File: config.mk
export PLATFORM = sky130hd
export DESIGN_NAME = source_line_classifier_flat
export DESIGN_NICKNAME = d
export VERILOG_FILES = /design/src/hdl/slc_pkg.sv /design/src/hdl/slc_ifs.sv /design/src/hdl/source_line_classifier.sv /design/src/flat_wrapper.sv
export SDC_FILE = /design/constraint.sdc
export NUM_CORES = 1
export LEC_CHECK = 0
export BUFFER_PORTS_ARGS = -buffer_cell sky130_fd_sc_hd__buf_2
export CAP_MARGIN = 20
export CORE_MARGIN = 10
export CORE_UTILIZATION = 60
export DETAILED_ROUTE_END_ITERATION = 7
export PLACE_DENSITY = 0.85
export SYNTH_ARGS = -nofsm -noshare
export SYNTH_HDL_FRONTEND = slang
export SYNTH_SLANG_ARGS = --single-unit
File: constraint.sdc
create_clock -name clk -period 12.84 [get_ports clk]
set_input_delay 1.284 -clock clk [delete_from_list [all_inputs] [get_ports clk]]
set_output_delay 1.284 -clock clk [all_outputs]
set_load 0.01 [all_outputs]
File: src/hdl/slc_pkg.sv
// ----------------------------------------------------------------------------
// slc_pkg
// Shared widths, language mode codes and character codes for the source
// line classifier.
// ----------------------------------------------------------------------------
package slc_pkg;

  // payload widths
  localparam int BYTE_WIDTH    = 8;
  localparam int OUT_WIDTH     = 32;
  localparam int MODE_WIDTH    = 2;
  localparam int COUNT_WIDTH_DEF = 32;

  // language mode codes
  localparam logic [MODE_WIDTH-1:0] MODE_C       = 2'd0;
  localparam logic [MODE_WIDTH-1:0] MODE_ROFF    = 2'd1;
  localparam logic [MODE_WIDTH-1:0] MODE_GENERIC = 2'd2;
  localparam logic [MODE_WIDTH-1:0] MODE_RESET   = MODE_GENERIC;

  // character codes
  localparam logic [BYTE_WIDTH-1:0] CH_NUL    = 8'h00;
  localparam logic [BYTE_WIDTH-1:0] CH_BSP    = 8'h08;
  localparam logic [BYTE_WIDTH-1:0] CH_TAB    = 8'h09;
  localparam logic [BYTE_WIDTH-1:0] CH_NL     = 8'h0a;
  localparam logic [BYTE_WIDTH-1:0] CH_VT     = 8'h0b;
  localparam logic [BYTE_WIDTH-1:0] CH_FF     = 8'h0c;
  localparam logic [BYTE_WIDTH-1:0] CH_CR     = 8'h0d;
  localparam logic [BYTE_WIDTH-1:0] CH_SPACE  = 8'h20;
  localparam logic [BYTE_WIDTH-1:0] CH_DQUOTE = 8'h22;
  localparam logic [BYTE_WIDTH-1:0] CH_HASH   = 8'h23;
  localparam logic [BYTE_WIDTH-1:0] CH_SQUOTE = 8'h27;
  localparam logic [BYTE_WIDTH-1:0] CH_STAR   = 8'h2a;
  localparam logic [BYTE_WIDTH-1:0] CH_DOT    = 8'h2e;
  localparam logic [BYTE_WIDTH-1:0] CH_SLASH  = 8'h2f;
  localparam logic [BYTE_WIDTH-1:0] CH_BSLASH = 8'h5c;

endpackage

File: src/hdl/slc_ifs.sv
// ----------------------------------------------------------------------------
// slc channel interfaces
// Valid/ready channels for the byte stream and for the per-file totals.
// ----------------------------------------------------------------------------

// byte stream channel
interface slc_byte_if import slc_pkg::*; ();
  logic                  valid;
  logic                  ready;
  logic [BYTE_WIDTH-1:0] byte_value;
  logic                  end_of_file;

  modport source (output valid, byte_value, end_of_file, input ready);
  modport sink   (input valid, byte_value, end_of_file, output ready);
endinterface

// per-file totals channel
interface slc_result_if import slc_pkg::*; ();
  logic                 valid;
  logic                 ready;
  logic [OUT_WIDTH-1:0] total_lines;
  logic [OUT_WIDTH-1:0] code_line_count;
  logic [OUT_WIDTH-1:0] comment_line_count;
  logic [OUT_WIDTH-1:0] blank_line_count;
  logic [OUT_WIDTH-1:0] byte_length;
  logic                 is_binary;

  modport source (output valid, total_lines, code_line_count, comment_line_count,
                  blank_line_count, byte_length, is_binary, input ready);
  modport sink   (input valid, total_lines, code_line_count, comment_line_count,
                  blank_line_count, byte_length, is_binary, output ready);
endinterface

File: src/hdl/source_line_classifier.sv
// ----------------------------------------------------------------------------
// source_line_classifier
// Sorts the lines of a byte stream into code, comment and blank lines and
// reports the totals, with the byte count and a binary flag, per file.
// ----------------------------------------------------------------------------
// Throughput: one byte transfer per cycle; the scanner state advances once
// per byte through one input register and one result register.
// The totals are registered when the end-of-file item leaves the input
// register. An end-of-file item waits in the input register while a previous
// result is still held. Reset (rst, synchronous) clears all counters and
// line state and sets the language mode to generic.
module source_line_classifier import slc_pkg::*; #(
  parameter int COUNT_WIDTH = COUNT_WIDTH_DEF
) (
  input  logic                  clk,
  input  logic                  rst,
  input  logic                  cfg_write_en,
  input  logic [MODE_WIDTH-1:0] cfg_write_data,
  slc_byte_if.sink              bytes,
  slc_result_if.source          result
);

  localparam int EXT_WIDTH = (COUNT_WIDTH > OUT_WIDTH) ? COUNT_WIDTH : OUT_WIDTH;

  typedef enum logic [3:0] {
    ST_IDLE, ST_SLASH, ST_LINE_CMT, ST_BLOCK, ST_BLOCK_STAR, ST_STR, ST_STR_ESC,
    ST_CHR, ST_CHR_ESC, ST_ROFF_SP, ST_ROFF_BS
  } scan_state_t;

  typedef logic [COUNT_WIDTH-1:0] count_t;
  typedef logic [OUT_WIDTH-1:0]   out_t;

  function automatic count_t sat_inc(count_t v);
    return (&v) ? v : v + count_t'(1);
  endfunction

  function automatic out_t clamp_out(count_t v);
    logic [EXT_WIDTH-1:0] ext;
    ext = EXT_WIDTH'(v);
    return ((ext >> OUT_WIDTH) != '0) ? '1 : ext[OUT_WIDTH-1:0];
  endfunction

  function automatic logic is_space(logic [BYTE_WIDTH-1:0] b);
    return b == CH_SPACE || b == CH_BSP || b == CH_FF || b == CH_NL ||
           b == CH_CR || b == CH_TAB || b == CH_VT;
  endfunction

  // input register
  logic                  s1_valid;
  logic [BYTE_WIDTH-1:0] s1_byte;
  logic                  s1_eof;
  logic                  s1_adv;

  // scanner and counter state
  logic [MODE_WIDTH-1:0] language_mode;
  scan_state_t           scan_state, scan_state_next;
  logic                  code_flag, code_flag_next;
  logic                  cmt_flag, cmt_flag_next;
  logic [1:0]            line_pos, line_pos_next;
  count_t                code_acc, code_acc_next;
  count_t                cmt_acc, cmt_acc_next;
  count_t                blank_acc, blank_acc_next;
  count_t                length_acc, length_acc_next;
  logic                  binary_seen, binary_seen_next;

  // result register
  logic res_valid;
  out_t res_total, res_code, res_cmt, res_blank, res_length;
  logic res_binary;
  out_t total_next, code_out, cmt_out, blank_out, length_out;

  // helpers for the C idle rule
  scan_state_t idle_state;
  logic        idle_code;
  logic        slash_code;
  logic        close_code, close_cmt, do_close;

  // handshake
  assign s1_adv      = s1_valid && (!s1_eof || !res_valid || result.ready);
  assign bytes.ready = !s1_valid || s1_adv;

  always_ff @(posedge clk) begin
    if (rst) begin
      s1_valid <= 1'b0;
    end else if (bytes.ready) begin
      s1_valid <= bytes.valid;
    end
    if (bytes.ready && bytes.valid) begin
      s1_byte <= bytes.byte_value;
      s1_eof  <= bytes.end_of_file;
    end
  end

  // C scanner: behavior between tokens
  always_comb begin
    idle_state = ST_IDLE;
    idle_code  = 1'b0;
    if (!is_space(s1_byte)) begin
      if (s1_byte == CH_SLASH) begin
        idle_state = ST_SLASH;
      end else begin
        idle_code = 1'b1;
        if (s1_byte == CH_DQUOTE) begin
          idle_state = ST_STR;
        end else if (s1_byte == CH_SQUOTE) begin
          idle_state = ST_CHR;
        end
      end
    end
  end

  // a lone slash counts as code
  assign slash_code = (language_mode == MODE_C) && (scan_state == ST_SLASH) &&
                      (s1_eof || (s1_byte != CH_SLASH && s1_byte != CH_STAR));
  assign close_code = code_flag | slash_code;
  assign close_cmt  = cmt_flag;
  assign do_close   = s1_eof ? (line_pos != 2'd0) : (s1_byte == CH_NL);

  // line accounting
  always_comb begin
    code_acc_next  = code_acc;
    cmt_acc_next   = cmt_acc;
    blank_acc_next = blank_acc;
    if (do_close) begin
      if (close_code) begin
        code_acc_next = sat_inc(code_acc);
      end else if (close_cmt) begin
        cmt_acc_next = sat_inc(cmt_acc);
      end else begin
        blank_acc_next = sat_inc(blank_acc);
      end
    end
  end

  // totals at end of file
  assign code_out   = clamp_out(code_acc_next);
  assign cmt_out    = clamp_out(cmt_acc_next);
  assign blank_out  = clamp_out(blank_acc_next);
  assign length_out = clamp_out(length_acc);

  always_comb begin
    logic [OUT_WIDTH+1:0] sum;
    sum = (OUT_WIDTH+2)'(code_out) + (OUT_WIDTH+2)'(cmt_out) + (OUT_WIDTH+2)'(blank_out);
    total_next = (sum[OUT_WIDTH+1:OUT_WIDTH] != 2'd0) ? '1 : sum[OUT_WIDTH-1:0];
  end

  // per-byte scanner step
  always_comb begin
    scan_state_next  = scan_state;
    code_flag_next   = close_code;
    cmt_flag_next    = cmt_flag;
    line_pos_next    = line_pos;
    length_acc_next  = sat_inc(length_acc);
    binary_seen_next = binary_seen;

    if (s1_byte == CH_NL) begin
      code_flag_next = 1'b0;
      cmt_flag_next  = 1'b0;
      line_pos_next  = 2'd0;
    end else begin
      if (s1_byte == CH_NUL) begin
        binary_seen_next = 1'b1;
      end
      if (line_pos != 2'd2) begin
        line_pos_next = line_pos + 2'd1;
      end
    end

    case (language_mode)
      MODE_C: begin
        case (scan_state)
          ST_SLASH: begin
            if (s1_byte == CH_SLASH) begin
              cmt_flag_next   = 1'b1;
              scan_state_next = ST_LINE_CMT;
            end else if (s1_byte == CH_STAR) begin
              cmt_flag_next   = 1'b1;
              scan_state_next = ST_BLOCK;
            end else begin
              scan_state_next = idle_state;
              code_flag_next  = code_flag_next | idle_code;
            end
          end
          ST_LINE_CMT: begin
            if (s1_byte == CH_NL) scan_state_next = ST_IDLE;
          end
          ST_BLOCK: begin
            if (s1_byte == CH_STAR) scan_state_next = ST_BLOCK_STAR;
            cmt_flag_next = 1'b1;
          end
          ST_BLOCK_STAR: begin
            if (s1_byte == CH_SLASH) begin
              scan_state_next = ST_IDLE;
            end else if (s1_byte != CH_STAR) begin
              scan_state_next = ST_BLOCK;
            end
            cmt_flag_next = 1'b1;
          end
          ST_STR, ST_CHR: begin
            if (s1_byte == CH_NL) begin
              scan_state_next = ST_IDLE;
            end else begin
              code_flag_next = 1'b1;
              if (s1_byte == ((scan_state == ST_STR) ? CH_DQUOTE : CH_SQUOTE)) begin
                scan_state_next = ST_IDLE;
              end else if (s1_byte == CH_BSLASH) begin
                scan_state_next = (scan_state == ST_STR) ? ST_STR_ESC : ST_CHR_ESC;
              end
            end
          end
          ST_STR_ESC: begin
            code_flag_next  = 1'b1;
            scan_state_next = ST_STR;
          end
          ST_CHR_ESC: begin
            code_flag_next  = 1'b1;
            scan_state_next = ST_CHR;
          end
          default: begin
            scan_state_next = idle_state;
            code_flag_next  = code_flag_next | idle_code;
          end
        endcase
      end
      MODE_ROFF: begin
        case (scan_state)
          ST_ROFF_SP: begin
            if (s1_byte == CH_BSLASH) begin
              scan_state_next = ST_ROFF_BS;
            end else if (s1_byte != CH_SPACE && s1_byte != CH_TAB) begin
              scan_state_next = ST_IDLE;
            end
          end
          ST_ROFF_BS: begin
            if (s1_byte == CH_DQUOTE) begin
              code_flag_next  = 1'b0;
              cmt_flag_next   = 1'b1;
              scan_state_next = ST_LINE_CMT;
            end else begin
              scan_state_next = ST_IDLE;
            end
          end
          ST_LINE_CMT: begin
            if (s1_byte == CH_NL) scan_state_next = ST_IDLE;
          end
          default: begin
            scan_state_next = ST_IDLE;
            if (!is_space(s1_byte)) begin
              code_flag_next = 1'b1;
              if ((s1_byte == CH_DOT || s1_byte == CH_SQUOTE) && line_pos_next <= 2'd1) begin
                scan_state_next = ST_ROFF_SP;
              end
            end
          end
        endcase
      end
      default: begin
        // generic hash comments, also for the unused mode code
        scan_state_next = ST_IDLE;
        if (!is_space(s1_byte)) begin
          if (s1_byte == CH_HASH) begin
            cmt_flag_next = 1'b1;
          end else begin
            code_flag_next = 1'b1;
          end
        end
      end
    endcase
  end

  // state registers
  always_ff @(posedge clk) begin
    if (rst) begin
      language_mode <= MODE_RESET;
      scan_state    <= ST_IDLE;
      code_flag     <= 1'b0;
      cmt_flag      <= 1'b0;
      line_pos      <= 2'd0;
      code_acc      <= '0;
      cmt_acc       <= '0;
      blank_acc     <= '0;
      length_acc    <= '0;
      binary_seen   <= 1'b0;
    end else begin
      if (s1_adv) begin
        if (s1_eof) begin
          code_flag   <= 1'b0;
          cmt_flag    <= 1'b0;
          line_pos    <= 2'd0;
          code_acc    <= '0;
          cmt_acc     <= '0;
          blank_acc   <= '0;
          length_acc  <= '0;
          binary_seen <= 1'b0;
        end else begin
          code_flag   <= code_flag_next;
          cmt_flag    <= cmt_flag_next;
          line_pos    <= line_pos_next;
          code_acc    <= code_acc_next;
          cmt_acc     <= cmt_acc_next;
          blank_acc   <= blank_acc_next;
          length_acc  <= length_acc_next;
          binary_seen <= binary_seen_next;
        end
      end
      // mode write or end of file returns the scanner to idle
      if (cfg_write_en || (s1_adv && s1_eof)) begin
        scan_state <= ST_IDLE;
      end else if (s1_adv) begin
        scan_state <= scan_state_next;
      end
      if (cfg_write_en) begin
        language_mode <= cfg_write_data;
      end
    end
  end

  // result register
  always_ff @(posedge clk) begin
    if (rst) begin
      res_valid <= 1'b0;
    end else if (s1_adv && s1_eof) begin
      res_valid <= 1'b1;
    end else if (result.ready) begin
      res_valid <= 1'b0;
    end
    if (s1_adv && s1_eof) begin
      res_total  <= total_next;
      res_code   <= code_out;
      res_cmt    <= cmt_out;
      res_blank  <= blank_out;
      res_length <= length_out;
      res_binary <= binary_seen;
    end
  end

  assign result.valid              = res_valid;
  assign result.total_lines        = res_total;
  assign result.code_line_count    = res_code;
  assign result.comment_line_count = res_cmt;
  assign result.blank_line_count   = res_blank;
  assign result.byte_length        = res_length;
  assign result.is_binary          = res_binary;

endmodule
File: src/flat_wrapper.sv
// flat-port wrapper written by rule: the top's interface ports become plain ports
module source_line_classifier_flat import slc_pkg::*;
#(
  parameter int COUNT_WIDTH = COUNT_WIDTH_DEF
)
  (clk, rst, cfg_write_en, cfg_write_data, bytes_valid, bytes_byte_value, bytes_end_of_file, bytes_ready, result_valid, result_total_lines, result_code_line_count, result_comment_line_count, result_blank_line_count, result_byte_length, result_is_binary, result_ready);
  slc_byte_if bytes_i ();
  slc_result_if result_i ();
  input  logic clk;
  input  logic rst;
  input  logic cfg_write_en;
  input  logic [MODE_WIDTH-1:0] cfg_write_data;
  input wire logic [$bits(bytes_i.valid)-1:0] bytes_valid;
  input wire logic [$bits(bytes_i.byte_value)-1:0] bytes_byte_value;
  input wire logic [$bits(bytes_i.end_of_file)-1:0] bytes_end_of_file;
  output wire logic [$bits(bytes_i.ready)-1:0] bytes_ready;
  output wire logic [$bits(result_i.valid)-1:0] result_valid;
  output wire logic [$bits(result_i.total_lines)-1:0] result_total_lines;
  output wire logic [$bits(result_i.code_line_count)-1:0] result_code_line_count;
  output wire logic [$bits(result_i.comment_line_count)-1:0] result_comment_line_count;
  output wire logic [$bits(result_i.blank_line_count)-1:0] result_blank_line_count;
  output wire logic [$bits(result_i.byte_length)-1:0] result_byte_length;
  output wire logic [$bits(result_i.is_binary)-1:0] result_is_binary;
  input wire logic [$bits(result_i.ready)-1:0] result_ready;
  assign bytes_i.valid = bytes_valid;
  assign bytes_i.byte_value = bytes_byte_value;
  assign bytes_i.end_of_file = bytes_end_of_file;
  assign bytes_ready = bytes_i.ready;
  assign result_valid = result_i.valid;
  assign result_total_lines = result_i.total_lines;
  assign result_code_line_count = result_i.code_line_count;
  assign result_comment_line_count = result_i.comment_line_count;
  assign result_blank_line_count = result_i.blank_line_count;
  assign result_byte_length = result_i.byte_length;
  assign result_is_binary = result_i.is_binary;
  assign result_i.ready = result_ready;
  source_line_classifier #(.COUNT_WIDTH(COUNT_WIDTH)) u_core (.clk(clk), .rst(rst), .cfg_write_en(cfg_write_en), .cfg_write_data(cfg_write_data), .bytes(bytes_i), .result(result_i));
endmodule
==> results.toml <==
[logic_synthesis]
synth_top_area_share = 0.303
syn-instance-count = 1758
synth_area_per_cell_sq_um = 9.60
yosys.cell_types.count = 79
synth_fp_nets = 1846
synth_area_leaders = "edfxtp_1 30%, dfxtp_1 17%, ha_1 5.2%"
synthArstFlopShare = 0
synth_warnings = 0
synth_largest_area_cell = "edfxtp_1"
synth_ff_type = "edfxtp_1"
ys_seq_area_frac = 0.470
synth-edff-count = 170
syn_area_sq_um = 16900
ys_ff_latch = 311

[critical_path]
cp_max_fo = 32
crit_arrival_ns = 9.11
worstPathRequired_ns = 13.06
slowest_stage = "edfxtp_1"
slowest_delay_ns = 0.59
endpoint_kind = "flip-flop"
cp-start-kind = "flip-flop"
critPathKind = "flip-flop to flip-flop"

[job]
timing.max_cap.violations = 0

[route]
avgViaCountPerCell = 6.15
antenna_left = 0
vias = 14200
wire_per_inst_microns = 19.4
drcViolationCount = 0
wirelength_mm = 45.0
drtPass1Iterations = 7
drt-initial-drc-count = 1390

[worst_hold_path]
min_path_type = "flip-flop to flip-flop"

[clock_tree]
clock_tree.htree_level_count = 2
cts.repair.resized = 0
clkSlewWorstSetupHoldPaths_ns = 0.06
cts_setup_buffers = 0
cts_hold_buf = 0
cts.sinks = 311
clk_latency_ns = 0.53
cts_tree = "yes"
clk_path_buf_depth = 3
clock-root-buffer = "clkbuf_16"
numCtsBuffers = 35

[final_layout]
layout_commonest_cell = "nand2_1"
instances_no_fill = 2312
antenna_cells = 0
fillers = 2115
syn_to_final_growth_pct = 13.4
nNetsFinal = 1995
layout-drive-gt1-share = 0.136
final_cell_mix = "201 x nand2_1, 178 x buf_2, 170 x edfxtp_1"

[global_routing]
met1_usage = 0.304
antenna_found_initial = 0
gr-usage-met3 = 0.0408
overflow = 0
grt_pass1_wl_mm = 71.3
grt_usage = 0.244
grtUsageMet2 = 0.415
grt_max_degree = 163
grt_pass1_vias = 13500
grt_busiest_layer = "met2"

[sta]
final_max_slew_viol_count = 0
max_freq_ghz = 0.112
tightest_slew_ns = 1.01
hold_viol = 0
rsz0062_at_grt = "false"
finalSetupViolCount = 0
clock_skew_ns = 0.0108
fin_crit_ns = 8.89
fin_crit_sh = 0.693
setup_tns_ns = 0
slew_headroom = 0.325

[floorplan]
die_y_microns = 188
die_w_microns = 188
rows = 61
num_io_pins = 179
core_area_sq_um = 27800
start_util = 0.607
die_area_sq_um = 35200

[power]
seqPwrFrac = 0.510
power.switching_w = 0.000451
p_comb_frac = 0.029
p_sw_frac = 0.217
cellPowerDensity_nw_per_um2 = 109
clock_power_share = 0.461
intPower_w = 0.00163
peakVddDrop_uv = 98.6
power_leakage_nw = 8.26

[outcome]
status = "completed"

[placement]
place_hpwl_mm = 32.7
portBuffers = 178
gp_congestion = 0.905
dp_cells = 2248
[flip-flops by register name (all words and copies together), names as in the netlist]
name	count
u_core.cmt_acc	32
u_core.result.valid	1
u_core.result.is_binary	1
u_core.result.comment_line_count	32
u_core.close_cmt	1
u_core.scan_state	4
u_core.result.total_lines	32
u_core.length_acc	32
u_core.s1_eof	1
u_core.code_flag	1
u_core.code_acc	32
u_core.binary_seen	1
u_core.s1_valid	1
u_core.result.code_line_count	32
u_core.result.blank_line_count	32
u_core.s1_byte	8
u_core.line_pos	2
u_core.result.byte_length	32
u_core.language_mode	2
u_core.blank_acc	32
[final timing paths]
check                startpoint                             to  slack [ns]  cells after the start
max           u_core.s1_byte[3]  u_core.result.total_lines[26]        3.95                     25
min          u_core.binary_seen        u_core.result.is_binary        0.45                      0
min reg2reg  u_core.binary_seen        u_core.result.is_binary        0.45                      0
max reg2reg   u_core.s1_byte[3]  u_core.result.total_lines[26]        3.95                     25
[area by class of cell]
cell class                 count  area, sq um  area share
clock buffer                  52          990      0.0517
clock inverter                12          101     0.00530
inverter                      29          109     0.00569
multi-input combinational   1345         8580       0.448
sequential                   311         7930       0.414
tap                          378          473      0.0247
timing repair buffer         185          956      0.0500
[cells in the mapped netlist, types with 10 or more instances]
library cell  instances
o21a_1               12
a21oi_1              95
ha_1                 70
nor2b_1              15
a31oi_1              19
a22oi_1              14
nor2_1              142
nand2b_1             17
nor4_1               12
o31ai_1              25
inv_1                29
clkbuf_1             67
xor2_1               95
or3_1                15
and3_1               42
o21bai_1             10
and4_1               20
dfxtp_1             141
nand4_1              28
a22o_1               14
and2_1               22
nand2_1             201
nand3_1              71
a211oi_1             13
nor3_1               27
o21ai_0             137
xnor2_1              78
edfxtp_1            170
a21o_1               35
[worst max-delay path, delay by kind of cell, from the launching register on]
kind / cells / cell delay [ns]
muxes: 1 / 0.53
DFF: 1 / 0.59
AOI/OAI and AO/OA: 15 / 4.26
xor gates and xnor gates: 2 / 0.36
and+or+nand+nor: 5 / 2.12
adders and majority gates: 2 / 0.70
[through the flow]
stage / setup slack (ns) / instance area, sq um / util / hold WS (ns) / power (W)
floorplan: 3.14 / 16900 / - / 0.409 / 0.00112
detailed placement: 4.08 / 18000 / 0.649 / 0.441 / 0.00114
global placement: 4.41 / 18000 / 0.649 / 0.439 / 0.00114
global route: 3.27 / 19100 / 0.689 / 0.456 / 0.00214
finish: 3.95 / 19100 / 0.689 / 0.452 / 0.00208
CTS: 4.06 / 19100 / 0.689 / 0.448 / 0.00209
[cells by family (layout without fill, tap and decap cells)]
| logic type | after synthesis | after routing | share of synthesized area |
|---|---|---|---|
| simple gates | 646 | 646 | 0.188 |
| compound gates | 443 | 443 | 0.168 |
| flops | 311 | 311 | 0.470 |
| xor+xnor | 174 | 174 | 0.0908 |
| buf+inv | 102 | 278 | 0.0231 |
| fa+ha+maj | 72 | 72 | 0.0543 |
| mux | 10 | 10 | 0.00601 |
[layer usage]
layer	wire, microns	part of all wire
met5	0	0
met4	1460	0.032
met3	3400	0.076
met2	21900	0.49
met1	18200	0.40
[power groups by stage]
stage / combinational, W / sequential (W) / clock [W]
2_1_floorplan: 0.0000395 / 0.00108 / 0
3_3_place_gp: 0.0000589 / 0.00108 / 0
3_5_place_dp: 0.0000605 / 0.00108 / 0
4_1_cts: 0.0000609 / 0.00106 / 0.000968
5_1_grt: 0.0000667 / 0.00106 / 0.00101
6_report: 0.0000607 / 0.00106 / 0.000956
Note: power is estimated with default switching activity, not from simulation.
